`config.mk`:
```
export PLATFORM = sky130hd
export DESIGN_NAME = multi_source_hash_rng_ranged_flat
export DESIGN_NICKNAME = d
export VERILOG_FILES = /design/src/rtl/mshr_pkg.sv /design/src/rtl/mshr_req_if.sv /design/src/rtl/mshr_rsp_if.sv /design/src/rtl/multi_source_hash_rng_ranged.sv /design/src/flat_wrapper.sv
export SDC_FILE = /design/constraint.sdc
export NUM_CORES = 1
export LEC_CHECK = 0
export BUFFER_PORTS_ARGS = -buffer_cell sky130_fd_sc_hd__buf_2
export CORE_ASPECT_RATIO = 1.5
export CORE_MARGIN = 5
export CORE_UTILIZATION = 40
export CTS_BUF_LIST = sky130_fd_sc_hd__clkbuf_4 sky130_fd_sc_hd__clkbuf_8 sky130_fd_sc_hd__clkbuf_16
export CTS_CLUSTER_DIAMETER = 50
export DETAILED_ROUTE_END_ITERATION = 12
export PLACE_DENSITY_LB_ADDON = 0.3
export SLEW_MARGIN = 0
export SYNTH_ARGS = -nofsm -noshare
export SYNTH_HDL_FRONTEND = slang
export SYNTH_SLANG_ARGS = --single-unit
```
`constraint.sdc`:
```
create_clock -name clk_i -period 19.4 [get_ports clk_i]
set_clock_uncertainty 0.15 [all_clocks]
set_input_delay 3.88 -clock clk_i [delete_from_list [all_inputs] [get_ports clk_i]]
set_output_delay 3.88 -clock clk_i [all_outputs]
set_load 0.01 [all_outputs]
```
`src/rtl/mshr_pkg.sv`:
```
// ----------------------------------------------------------------------------
// mshr_pkg
// Shared constants, types and the seed mix function of the multi-source
// ranged random generator.
// ----------------------------------------------------------------------------
package mshr_pkg;

  // Field widths and seed store size
  localparam int unsigned DataW      = 32;
  localparam int unsigned SrcW       = 3;
  localparam int unsigned NumSources = 8;
  localparam int unsigned IdxW       = (NumSources > 1) ? $clog2(NumSources) : 1;
  localparam int unsigned CntW       = $clog2(DataW);
  localparam int unsigned MixSteps   = 8;
  localparam int unsigned StepW      = $clog2(MixSteps);

  localparam logic [DataW-1:0] SeedReset = 32'h1234_5678;

  // Sequencer states
  typedef enum logic [2:0] {
    ST_IDLE,
    ST_MIX,
    ST_DIV1,
    ST_SUM,
    ST_DIV2,
    ST_DONE
  } state_e;

  // One shift-add-xor step of the integer mix, selected by the step number
  function automatic logic [DataW-1:0] mix_step(input logic [DataW-1:0] v,
                                                input logic [StepW-1:0] step);
    logic [DataW-1:0] r;
    unique case (step)
      3'd0:    r = v + (v << 12);
      3'd1:    r = v ^ (v >> 22);
      3'd2:    r = v + (v << 4);
      3'd3:    r = v ^ (v >> 9);
      3'd4:    r = v + (v << 10);
      3'd5:    r = v ^ (v >> 2);
      3'd6:    r = v + (v << 7);
      3'd7:    r = v ^ (v >> 12);
      default: r = v;
    endcase
    return r;
  endfunction

endpackage

```
`src/rtl/mshr_req_if.sv`:
```
// ----------------------------------------------------------------------------
// mshr_req_if
// Request channel: source select and inclusive range, valid/ready handshake.
// ----------------------------------------------------------------------------
interface mshr_req_if;
  import mshr_pkg::*;

  logic             valid;
  logic             ready;
  logic [SrcW-1:0]  source_id;
  logic [DataW-1:0] bound_lo;
  logic [DataW-1:0] bound_hi;

  modport source (output valid, source_id, bound_lo, bound_hi, input ready);
  modport sink   (input valid, source_id, bound_lo, bound_hi, output ready);
endinterface

```
`src/rtl/mshr_rsp_if.sv`:
```
// ----------------------------------------------------------------------------
// mshr_rsp_if
// Response channel: one reduced random value per item, valid/ready handshake.
// ----------------------------------------------------------------------------
interface mshr_rsp_if;
  import mshr_pkg::*;

  logic             valid;
  logic             ready;
  logic [DataW-1:0] rand_value;

  modport source (output valid, rand_value, input ready);
  modport sink   (input valid, rand_value, output ready);
endinterface

```
`src/rtl/multi_source_hash_rng_ranged.sv`:
```
// ----------------------------------------------------------------------------
// multi_source_hash_rng_ranged
// Per-source seed mix followed by a bit-serial double reduction into range.
// ----------------------------------------------------------------------------
// Steps: the seed mix, then two restoring divisions with the sum between them,
//   then the load of the output register; the divisions and the sum are
//   skipped when the range wraps to zero.
// Throughput: the divider yields one quotient bit per cycle; a new request is
//   accepted only in idle, once the last item has left the sequencer.
//   A finished result may wait in the output register while the next item runs.
// Reset: every seed returns to 0x12345678, sequencer idle, no result pending.
module multi_source_hash_rng_ranged (
  input  logic clk_i,
  input  logic rst_ni,
  mshr_req_if.sink   req_i,
  mshr_rsp_if.source rsp_o
);
  import mshr_pkg::*;

  state_e state_q, state_d;

  logic [DataW-1:0] seed_q [NumSources];
  logic [IdxW-1:0]  idx_q;
  logic [DataW-1:0] min_q;
  logic [DataW-1:0] range_q;
  logic [DataW-1:0] mix_q;
  logic [StepW-1:0] step_q;
  logic [CntW-1:0]  cnt_q;
  logic [DataW-1:0] dvd_q;   // dividend, quotient bits shift in from the right
  logic [DataW-1:0] rem_q;
  logic [DataW-1:0] res_q;
  logic [DataW-1:0] out_q;
  logic             out_valid_q;

  logic             accept;
  logic             load_out;
  logic [DataW-1:0] mix_next;
  logic [DataW-1:0] seed_new;
  logic [DataW:0]   rem_sh;
  logic [DataW:0]   diff;
  logic             ge;
  logic [DataW-1:0] rem_next;
  logic [DataW-1:0] dvd_next;
  logic             mix_last;
  logic             div_last;

  // Mix step and zero fix-up
  assign mix_next = mix_step(mix_q, step_q);
  assign seed_new = (mix_next == '0) ? DataW'(1) : mix_next;
  assign mix_last = (step_q == StepW'(MixSteps - 1));
  assign div_last = (cnt_q == CntW'(DataW - 1));

  // Restoring division, one quotient bit per cycle
  assign rem_sh   = {rem_q, dvd_q[DataW-1]};
  assign diff     = rem_sh - {1'b0, range_q};
  assign ge       = ~diff[DataW];
  assign rem_next = ge ? diff[DataW-1:0] : rem_sh[DataW-1:0];
  assign dvd_next = {dvd_q[DataW-2:0], ge};

  // Next state
  always_comb begin
    state_d = state_q;
    unique case (state_q)
      ST_IDLE: if (req_i.valid) state_d = ST_MIX;
      ST_MIX: begin
        if (mix_last) state_d = (range_q == '0) ? ST_DONE : ST_DIV1;
      end
      ST_DIV1: if (div_last) state_d = ST_SUM;
      ST_SUM:  state_d = ST_DIV2;
      ST_DIV2: if (div_last) state_d = ST_DONE;
      ST_DONE: if (!out_valid_q || rsp_o.ready) state_d = ST_IDLE;
      default: state_d = ST_IDLE;
    endcase
  end

  // Handshake outputs
  always_comb begin
    req_i.ready = (state_q == ST_IDLE);
    load_out    = (state_q == ST_DONE) && (!out_valid_q || rsp_o.ready);
  end

  assign accept           = req_i.valid && req_i.ready;
  assign rsp_o.valid      = out_valid_q;
  assign rsp_o.rand_value = out_q;

  // Control state
  always_ff @(posedge clk_i or negedge rst_ni) begin
    if (!rst_ni) begin
      state_q     <= ST_IDLE;
      out_valid_q <= 1'b0;
    end else begin
      state_q <= state_d;
      if (load_out) begin
        out_valid_q <= 1'b1;
      end else if (rsp_o.ready) begin
        out_valid_q <= 1'b0;
      end
    end
  end

  // Seed store
  always_ff @(posedge clk_i or negedge rst_ni) begin
    if (!rst_ni) begin
      for (int i = 0; i < NumSources; i++) seed_q[i] <= SeedReset;
    end else if (state_q == ST_MIX && mix_last) begin
      seed_q[idx_q] <= seed_new;
    end
  end

  // Datapath
  always_ff @(posedge clk_i) begin
    unique case (state_q)
      ST_IDLE: begin
        if (accept) begin
          idx_q   <= req_i.source_id[IdxW-1:0];
          min_q   <= req_i.bound_lo;
          range_q <= req_i.bound_hi - req_i.bound_lo + DataW'(1);
          mix_q   <= seed_q[req_i.source_id[IdxW-1:0]];
          step_q  <= '0;
        end
      end
      ST_MIX: begin
        mix_q  <= mix_next;
        step_q <= step_q + StepW'(1);
        if (mix_last) begin
          dvd_q <= seed_new - DataW'(1);
          res_q <= seed_new - DataW'(1);
          rem_q <= '0;
          cnt_q <= '0;
        end
      end
      ST_DIV1, ST_DIV2: begin
        dvd_q <= dvd_next;
        rem_q <= rem_next;
        cnt_q <= cnt_q + CntW'(1);
        if (state_q == ST_DIV2 && div_last) res_q <= rem_next + min_q;
      end
      ST_SUM: begin
        // quotient plus remainder never exceeds the raw value
        dvd_q <= dvd_q + rem_q;
        rem_q <= '0;
        cnt_q <= '0;
      end
      ST_DONE: begin
        if (load_out) out_q <= res_q;
      end
      default: ;
    endcase
  end

endmodule
```
`src/flat_wrapper.sv`:
```
// flat-port wrapper written by rule: the top's interface ports become plain ports
module multi_source_hash_rng_ranged_flat import mshr_pkg::*;
  (clk_i, rst_ni, req_i_valid, req_i_source_id, req_i_bound_lo, req_i_bound_hi, req_i_ready, rsp_o_valid, rsp_o_rand_value, rsp_o_ready);
  mshr_req_if req_i_i ();
  mshr_rsp_if rsp_o_i ();
  input  logic clk_i;
  input  logic rst_ni;
  input wire logic [$bits(req_i_i.valid)-1:0] req_i_valid;
  input wire logic [$bits(req_i_i.source_id)-1:0] req_i_source_id;
  input wire logic [$bits(req_i_i.bound_lo)-1:0] req_i_bound_lo;
  input wire logic [$bits(req_i_i.bound_hi)-1:0] req_i_bound_hi;
  output wire logic [$bits(req_i_i.ready)-1:0] req_i_ready;
  output wire logic [$bits(rsp_o_i.valid)-1:0] rsp_o_valid;
  output wire logic [$bits(rsp_o_i.rand_value)-1:0] rsp_o_rand_value;
  input wire logic [$bits(rsp_o_i.ready)-1:0] rsp_o_ready;
  assign req_i_i.valid = req_i_valid;
  assign req_i_i.source_id = req_i_source_id;
  assign req_i_i.bound_lo = req_i_bound_lo;
  assign req_i_i.bound_hi = req_i_bound_hi;
  assign req_i_ready = req_i_i.ready;
  assign rsp_o_valid = rsp_o_i.valid;
  assign rsp_o_rand_value = rsp_o_i.rand_value;
  assign rsp_o_i.ready = rsp_o_ready;
  multi_source_hash_rng_ranged u_core (.clk_i(clk_i), .rst_ni(rst_ni), .req_i(req_i_i), .rsp_o(rsp_o_i));
endmodule
```
Word-level counts from Yosys, hierarchy flattened

Index checks and enable logic that the tools add are counted.

Flip-flop bits (word level): 495
Input bits: 71
Output and inout port bits: 34
Logic and storage cells: 114

$add $sub $neg: 12
Magnitude comparators: 3
Equality and inequality tests: 20
Multiplexer cells: 30
Bitwise gates (word level): 7
Reductions and logical operators: 22

Operator list:

| kind                    | number |
|---|---|
| $mux W32                | 9 |
| $bwmux W256             | 1 |
| $pmux W32 S8            | 1 |
| $add A32 B32 Y32        | 6 |
| $pmux W32 S3            | 2 |
| $pmux W32 S2            | 2 |
| $bmux W32 S3            | 1 |
| $demux W32 S3           | 1 |
| $logic_not A32 Y1       | 2 |
| $sub A33 B32 Y33        | 1 |
| $add A32 B1 Y32 const B | 1 |
| $sub A32 B1 Y32 const B | 1 |
| $sub A32 B32 Y32        | 1 |
| $xor A32 B10 Y32        | 1 |
| $xor A32 B20 Y32        | 1 |
| $xor A32 B23 Y32        | 1 |
| $xor A32 B30 Y32        | 1 |
| $mux W3                 | 7 |
| $eq A3 B3 Y1 const B    | 6 |
| $pmux W3 S6             | 1 |
| $pmux W5 S3             | 1 |
| $eq A3 B2 Y1 const B    | 4 |
| $ne A2 B1 Y1 const B    | 5 |
| $ge A4 B4 Y1 const B    | 2 |
| 21 further kinds        | 35 |

Longest topological paths before layout

Gate-level depths: netlist of run 1.

Word-level depth: 7
Depth in mapped cells: 32

Worst setup path before layout of run 1

Ideal clock, no wire load.

Path type: input-to-reg
Start: input req_i_bound_hi[1]
End: register u_core.range_q[31], data pin
Data arrival time: 6820 ps
Slack: 12170 ps
Stages on the path: 19
Path buffers: 0
Path through: inv_1 ha_1 inv_1 ha_1 inv_1 fa_1 nor2b_1 o21ai_0 a21boi_0 o21ai_0 a211oi_1 o31a_1 a311o_1 a41oi_1 a21oi_1 a21oi_1 o21ai_0 a21oi_1 xnor2_1

Word-level cells in the longest chain between the ends: 2

RTL lines:

| element              | RTL line                            | source |
|---|---|---|
| start, declared      | flat_wrapper.sv:11                  | `input wire logic [$bits(req_i_i.bound_hi)-1:0] req_i_bound_hi;` |
| $sub A32 B32 Y32     | multi_source_hash_rng_ranged.sv:117 | `range_q <= req_i.bound_hi - req_i.bound_lo + DataW'(1);` |
| $add A32 B1 Y32      | multi_source_hash_rng_ranged.sv:117 |  |
| end signal, assigned | multi_source_hash_rng_ranged.sv:117 |  |
| end, declared        | multi_source_hash_rng_ranged.sv:25  | `logic [DataW-1:0] range_q;` |

Every way passes these cells.
A chain may end at the register's enable or synchronous reset.

Worst setup path after layout of run 1

Start: register u_core.dvd_q[31]
End: register u_core.res_q[31], data pin

Word-level cells in the longest chain between the ends: 5

RTL lines:

| element                | RTL line                            | source |
|---|---|---|
| start, declared        | multi_source_hash_rng_ranged.sv:29  | `logic [DataW-1:0] dvd_q;` |
| start signal, assigned | multi_source_hash_rng_ranged.sv:126 | `dvd_q <= seed_new - DataW'(1);` |
| start signal, assigned | multi_source_hash_rng_ranged.sv:133 | `dvd_q <= dvd_next;` |
| start signal, assigned | multi_source_hash_rng_ranged.sv:140 | `dvd_q <= dvd_q + rem_q;` |
| $sub A33 B32 Y33       | multi_source_hash_rng_ranged.sv:55  | `assign diff = rem_sh - {1'b0, range_q};` |
| $mux W32               | multi_source_hash_rng_ranged.sv:57  | `assign rem_next = ge ? diff[DataW-1:0] : rem_sh[DataW-1:0];` |
| net u_core.rem_next[1] | multi_source_hash_rng_ranged.sv:42  | `logic [DataW-1:0] rem_next;` |
| $add A32 B32 Y32       | multi_source_hash_rng_ranged.sv:136 | `if (state_q == ST_DIV2 && div_last) res_q <= rem_next + min_q;` |
| $mux W32               | multi_source_hash_rng_ranged.sv:136 |  |
| $pmux W32 S2           | multi_source_hash_rng_ranged.sv:112 | `unique case (state_q)` |
| end signal, assigned   | multi_source_hash_rng_ranged.sv:127 | `res_q <= seed_new - DataW'(1);` |
| end signal, assigned   | multi_source_hash_rng_ranged.sv:136 |  |
| end, declared          | multi_source_hash_rng_ranged.sv:31  | `logic [DataW-1:0] res_q;` |

The timed path passes the listed nets, and every way through them passes these cells. The select of a mux whose other input is x is not followed.

==> impl_metrics.py, run 1 <==
metrics = {
    "status": {
        "status": "completed",
    },
    "drt": {
        "finalWirelength_um": 105000,
        "drt-initial-drc-count": 1891,
        "drtAntennaViolNets": 0,
        "dr.pass1.iters": 5,
        "post-route-drc-count": 0,
        "wl_per_cell_um": 21.8,
        "num_vias": 28400,
        "vias_per_cell": 5.89,
    },
    "die": {
        "fp.dieH_um": 370,
        "die-area_um2": 92300,
        "fp-row-count": 132,
        "io_pins": 105,
        "die-width_um": 250,
        "initial_core_util_pct": 40.1,
        "core_area_um2": 85900,
    },
    "setup_path": {
        "required_ns": 19.56,
        "worst-r2r-cell-count": 29,
        "cpMostUsedCell": "a211oi_1",
        "path_max_fanout": 31,
        "rr_endpoint": "u_core.res_q[31]",
        "cp_slowest_cell": "a211oi_1",
        "path_class": "register to register",
        "r2r_slack_ns": 11.19,
        "arrival_ns": 8.37,
        "cpPeakStageDelay_ns": 0.64,
        "worst_setup_path_end_kind": "register",
        "critPathLaunchType": "register",
        "reg2reg_from": "u_core.dvd_q[31]",
    },
    "finish": {
        "seqCellArea_um2": 13700,
        "multiInputGateArea_um2": 19600,
        "drive_gt1_share_pct": 13.9,
        "design_area_um2": 37800,
        "fin_util_pct": 44.0,
        "nFillCells": 8427,
        "area_delta_synth_final_pct": 9.65,
        "nets": 3967,
    },
    "timing": {
        "fin_crit_ns": 8.21,
        "slew_viol_final": 0,
        "worst_pin_slew_ns": 1.28,
        "fmax_ghz": 0.122,
        "timing.hold.ws_ns": 0.260,
        "finalCritPeriodShare_pct": 42.3,
        "slew_headroom_pct": 14.6,
        "setup_viol": 0,
        "finalHoldViolations": 0,
        "fin_setup_tns_ns": 0,
        "rsz0062_at_grt": "no",
    },
    "synth": {
        "ys_types": 96,
        "avgSynthCellArea_um2": 9.54,
        "yosysSeqAreaShare_pct": 39.7,
        "syn_inst": 3613,
        "synthTopCellsByArea": "edfxtp_1 20%, dfrtp_1 11%, ha_1 9.3%, dfstp_2 7.9%, nand2_1 5.1%",
        "synth_area_um2": 34500,
        "yosysTopAreaCellShare_pct": 20.5,
        "syn_nets": 3947,
        "synth-seq-cells": 495,
        "async_reset_ff_share_pct": 52.5,
        "ys_dominant_reg_cell": "edfxtp_1",
        "yosys_warnings": 0,
        "synth-edff-count": 235,
        "synth_largest_area_cell": "edfxtp_1",
    },
    "global_routing": {
        "antenna_found_initial": 3,
        "grt_pass1_vias": 28600,
        "grt.total_usage_pct": 22.1,
        "grt.overflow.total": 0,
        "grt_start_max_net_pins": 158,
        "grt_first_pass_wirelength_um": 162000,
    },
    "cts": {
        "cts_resized": 0,
        "cts.clk_slew.worst_paths_ns": 0.06,
        "numCtsBuffers": 48,
        "post-cts-setup-buffers": 0,
        "holdBufCountCts": 0,
        "cts_tree": "built",
        "cts.sinks": 495,
        "h-tree-depth": 2,
        "clock_latency_ns": 0.60,
        "clockBufferDepth": 3,
        "cts-root-buf": "clkbuf_16",
    },
    "min_path": {
        "hold_end": "u_core.rsp_o.rand_value[31]",
        "hold_class": "register to register",
        "holdPathStages": 0,
        "worstHoldStart": "u_core.res_q[31]",
    },
    "placement": {
        "routabilityCongestion": 0.962,
        "port_buffers": 104,
        "dpl-instance-area_um2": 36200,
        "dp_hpwl_um": 76500,
    },
    "flow_run": {
        "drv_cap": 0,
    },
}
==> through the flow <==
step	instances	worst slack [ns]
after global placement	4722	11.15
final	4813	11.19
after global routing	4812	10.75
after floorplan	3613	12.17
after CTS	4812	11.12
after detailed placement	4722	11.13
==> cells in the mapped netlist (11+ instances only) <==
master    count
a211oi_1     59
a22oi_1      27
clkbuf_1    164
xnor2_1     132
o31ai_1      18
a21oi_1     262
o22ai_1      16
mux4_2       64
or2_2        12
o21a_1       40
a211o_1      14
a21o_1       90
nor2b_1      59
nand4_1      29
o221ai_1     13
nor2_1      179
nand3_1      53
nand2b_1     34
and3_1       32
o211ai_1     21
or3_1        28
nor4_1       21
and2_1       51
o21ai_0     346
buf_1        16
nor3_1       57
o21bai_1     23
a221oi_1     16
dfrtp_1     156
edfxtp_1    235
mux2_2       37
ha_1        255
inv_1       137
nand3b_1     19
nand2_1     467
o21ai_1      11
mux2i_1      33
a31oi_1      28
dfstp_2     104
xor2_1       69
==> worst max-delay path, delay by kind of cell (launching register included) <==
family                   cells  cell delay, ns
XOR/XNOR                     2            0.28
adder cells (fa/ha/maj)      3            0.87
multiplexers                 2            0.51
buffers and inverters        3            0.53
flip-flops                   1            0.43
AO/OA/AOI/OAI               15            4.54
AND/OR/NAND/NOR              4            0.59
==> metal layers <==
| metal | up-vias | track usage [%] | share of wire, % |
|---|---|---|---|
| met2 | 935 | 40.4 | 51 |
| met4 | 0 | 11.2 | 5.7 |
| met5 | - | 0 | 0 |
| met1 | 13700 | 25.7 | 39 |
| li1 | 13400 | - | - |
| met3 | 317 | 2.12 | 5.1 |
==> state kept, by name, indices dropped and copies added (netlist names) <==
register and count:
u_core.rsp_o.valid 1, u_core.res_q 32, u_core.seed_q 256, u_core.rsp_o.rand_value 32, u_core.range_q 32, u_core.cnt_q 5
u_core.mix_q 32, u_core.dvd_q 32, u_core.step_q 3, u_core.state_q 3, u_core.min_q 32, u_core.rem_q 32
u_core.idx_q 3
==> cells in the final DEF, fill, tap and decap left out, types with 33 or more instances in the layout <==
| cell type | count |
|---|---|
| a211oi_1 | 59 |
| a21o_1 | 90 |
| a21oi_1 | 260 |
| and2_1 | 50 |
| buf_2 | 102 |
| buf_4 | 58 |
| clkbuf_16 | 49 |
| dfrtp_1 | 156 |
| dfstp_2 | 104 |
| edfxtp_1 | 235 |
| ha_1 | 255 |
| inv_1 | 137 |
| mux2_2 | 37 |
| mux2i_1 | 33 |
| mux4_2 | 64 |
| nand2_1 | 465 |
| nand2b_1 | 34 |
| nand3_1 | 50 |
| nor2_1 | 178 |
| nor2b_1 | 59 |
| nor3_1 | 56 |
| o21a_1 | 40 |
| o21ai_0 | 345 |
| xnor2_1 | 132 |
| xor2_1 | 69 |
==> how the worst max path moves through the flow <==
| stage | end | cells after the start | from |
|---|---|---|---|
| 2_1_floorplan | u_core.range_q[31] | 19 | req_i_bound_hi[1] |
| 3_3_place_gp | u_core.res_q[31] | 29 | u_core.dvd_q[31] |
| 3_5_place_dp | u_core.res_q[31] | 29 | u_core.dvd_q[31] |
| 4_1_cts | u_core.res_q[31] | 29 | u_core.dvd_q[31] |
| 5_1_grt | u_core.res_q[31] | 29 | u_core.dvd_q[31] |
| 6_report | u_core.res_q[31] | 29 | u_core.dvd_q[31] |
==> kinds of logic after synthesis <==
kind of cell	count (synthesis)	synth area share (%)
flip-flops	495	39.7
AO/OA/AOI/OAI	1112	20.5
multiplexers	134	6.35
adder cells (fa/ha/maj)	263	9.72
buffers and inverters	329	3.69
XOR/XNOR	201	5.11
AND/OR/NAND/NOR	1079	14.9
==> final cells by class <==
type / instances / share of cell area [%]
tap: 1139 / 3.77
clock buffer: 62 / 3.60
clock inverter: 28 / 0.616
sequential: 495 / 36.2
antenna: 1 / 0.00662
timing repair buffer: 162 / 2.60
inverter: 137 / 1.36
multi-input combinational: 2789 / 51.8
Power of run 1 is not shown: default switching activity piles up to over one toggle a cycle in this logic, so the estimate is an artifact.
==> run 2: changes to the inputs <==
- ABC_AREA: default -> 1
- clock period: 19.4 -> 7.21 ns (I/O delays scaled with it)
==> impl_metrics.py, run 2 <==
metrics = {
    "min_path": {
        "hold_class": "register to register",
    },
    "cts": {
        "numCtsBuffers": 50,
        "h-tree-depth": 2,
        "clockBufferDepth": 3,
        "cts-root-buf": "clkbuf_16",
        "cts.sinks": 495,
        "cts.clk_slew.worst_paths_ns": 0.07,
        "holdBufCountCts": 0,
        "clock_latency_ns": 0.61,
        "cts_tree": "built",
        "cts_resized": 0,
        "post-cts-setup-buffers": 0,
    },
    "finish": {
        "area_delta_synth_final_pct": 9.73,
        "regMostFlops": "u_core.seed_q",
        "largest_register_ffs": 256,
        "mostFrequentLayoutCells": "1247 x nand2_1, 678 x inv_1, 558 x o21ai_0",
        "final_common_cell": "nand2_1",
        "drive_gt1_share_pct": 9.21,
        "nets": 5472,
    },
    "synth": {
        "synth_commonest_cells": "1250 x nand2_1, 684 x inv_1, 559 x o21ai_0, 395 x nor2_1, 361 x a21oi_1",
        "synth.most_common_cell": "nand2_1",
        "syn_nets": 5425,
        "ys_dominant_reg_cell": "edfxtp_1",
        "ys_types": 62,
        "synth-seq-cells": 495,
        "synth_largest_area_cell": "edfxtp_1",
        "synth_area_um2": 36900,
        "async_reset_ff_share_pct": 52.5,
        "avgSynthCellArea_um2": 7.24,
        "yosysTopAreaCellShare_pct": 19.1,
        "synth-edff-count": 235,
        "synthTopCellsByArea": "edfxtp_1 19%, nand2_1 13%, dfrtp_1 11%, ha_1 8.7%, o21ai_0 7.6%",
        "yosys_warnings": 0,
        "yosysSeqAreaShare_pct": 37.2,
        "syn_inst": 5091,
    },
    "timing": {
        "finalHoldViolations": 0,
        "fin_crit_ns": 6.58,
        "setup_viol": 0,
        "fin_setup_tns_ns": 0,
        "worst_pin_slew_ns": 1.04,
        "fmax_ghz": 0.152,
        "slew_viol_final": 0,
        "slew_headroom_pct": 30.3,
        "finalCritPeriodShare_pct": 91.3,
        "rsz0062_at_grt": "no",
    },
    "setup_path": {
        "cpMostUsedCell": "nand2_1",
        "arrival_ns": 6.79,
        "cp_slowest_cell": "a21boi_0",
        "required_ns": 7.41,
        "path_class": "register to register",
        "path_max_fanout": 10,
        "critPathLaunchType": "register",
        "worst_setup_path_end_kind": "register",
        "cpPeakStageDelay_ns": 0.44,
    },
    "drt": {
        "drtAntennaViolNets": 0,
        "vias_per_cell": 5.48,
        "wl_per_cell_um": 20.3,
        "dr.pass1.iters": 5,
        "drt-initial-drc-count": 2484,
        "post-route-drc-count": 0,
        "num_vias": 34800,
        "finalWirelength_um": 129000,
    },
    "global_routing": {
        "grt.total_usage_pct": 25.4,
        "antenna_found_initial": 0,
        "grt.overflow.total": 0,
        "grt_pass1_vias": 34500,
        "grt_start_max_net_pins": 166,
        "grt_first_pass_wirelength_um": 196000,
    },
    "die": {
        "initial_core_util_pct": 40.3,
        "fp-row-count": 136,
        "die-width_um": 258,
        "fp.dieH_um": 382,
        "core_area_um2": 91500,
        "die-area_um2": 98400,
        "io_pins": 105,
    },
    "status": {
        "status": "completed",
    },
    "placement": {
        "port_buffers": 104,
        "routabilityCongestion": 1.03,
        "dp_hpwl_um": 97400,
    },
    "flow_run": {
        "drv_cap": 0,
    },
}
## run 2: per-stage QoR
stage	hold slack (ns)	utilization [%]	instances	setup slack [ns]	instance area, um2
detailed placement	0.255	42.3	6259	0.697	38700
finish	0.264	44.2	6354	0.626	40400
floorplan	0.250	-	5091	1.88	36900
global placement	0.252	42.3	6259	0.726	38700
CTS	0.265	44.2	6353	0.674	40400
global route	0.278	44.2	6353	0.186	40400
## run 2: layer usage
metal  track usage [%]  up-vias  part of all wire [%]
met4              17.0        0                   8.2
met3              2.31      444                   4.7
met5                 0        -                     0
met1              27.4    16100                    36
met2              46.9     1193                    51
li1                  -    17100                     -
## run 2: cell families (layout without fill, tap and decap cells)
family	Yosys count	after routing	share of synthesized area, %
buf+inv	873	962	9.01
fa+ha+maj	263	263	9.09
other cells	0	1	0
xor+xnor	98	98	2.33
flops	495	495	37.2
compound gates	1154	1154	17.0
simple gates	2199	2199	25.2
mux	9	9	0.244
## run 2: path summary, 6_finish.rpt
check / slack [ns] / from / cells past startpoint / end
min: 0.26 / u_core.res_q[7] / 0 / u_core.rsp_o.rand_value[7]
max in group asynchronous: 4.74 / rst_ni / 2 / u_core.seed_q[152]
min in group asynchronous: 0.73 / rst_ni / 1 / u_core.seed_q[130]
min reg2reg: 0.26 / u_core.res_q[7] / 0 / u_core.rsp_o.rand_value[7]
max reg2reg: 0.63 / u_core.dvd_q[31] / 32 / u_core.res_q[25]
max: 0.63 / u_core.dvd_q[31] / 32 / u_core.res_q[25]
## run 2: area by class of cell
class	instances	area (um2)
clock inverter	24	246
tap	1173	1470
antenna	1	2.50
multi-input combinational	3723	19900
fill	9401	51100
timing repair buffer	162	981
inverter	706	2650
clock buffer	70	1510
sequential	495	13700
## run 2: worst max-delay path, delay by kind of cell (launching register included)
kind	cells	cell delay (ns)
AOI/OAI and AO/OA	14	3.16
and+or+nand+nor	12	1.48
adders and majority gates	3	0.85
DFF	1	0.42
buffers and inverters	3	0.26
Power of run 2 is left out for the same reason.
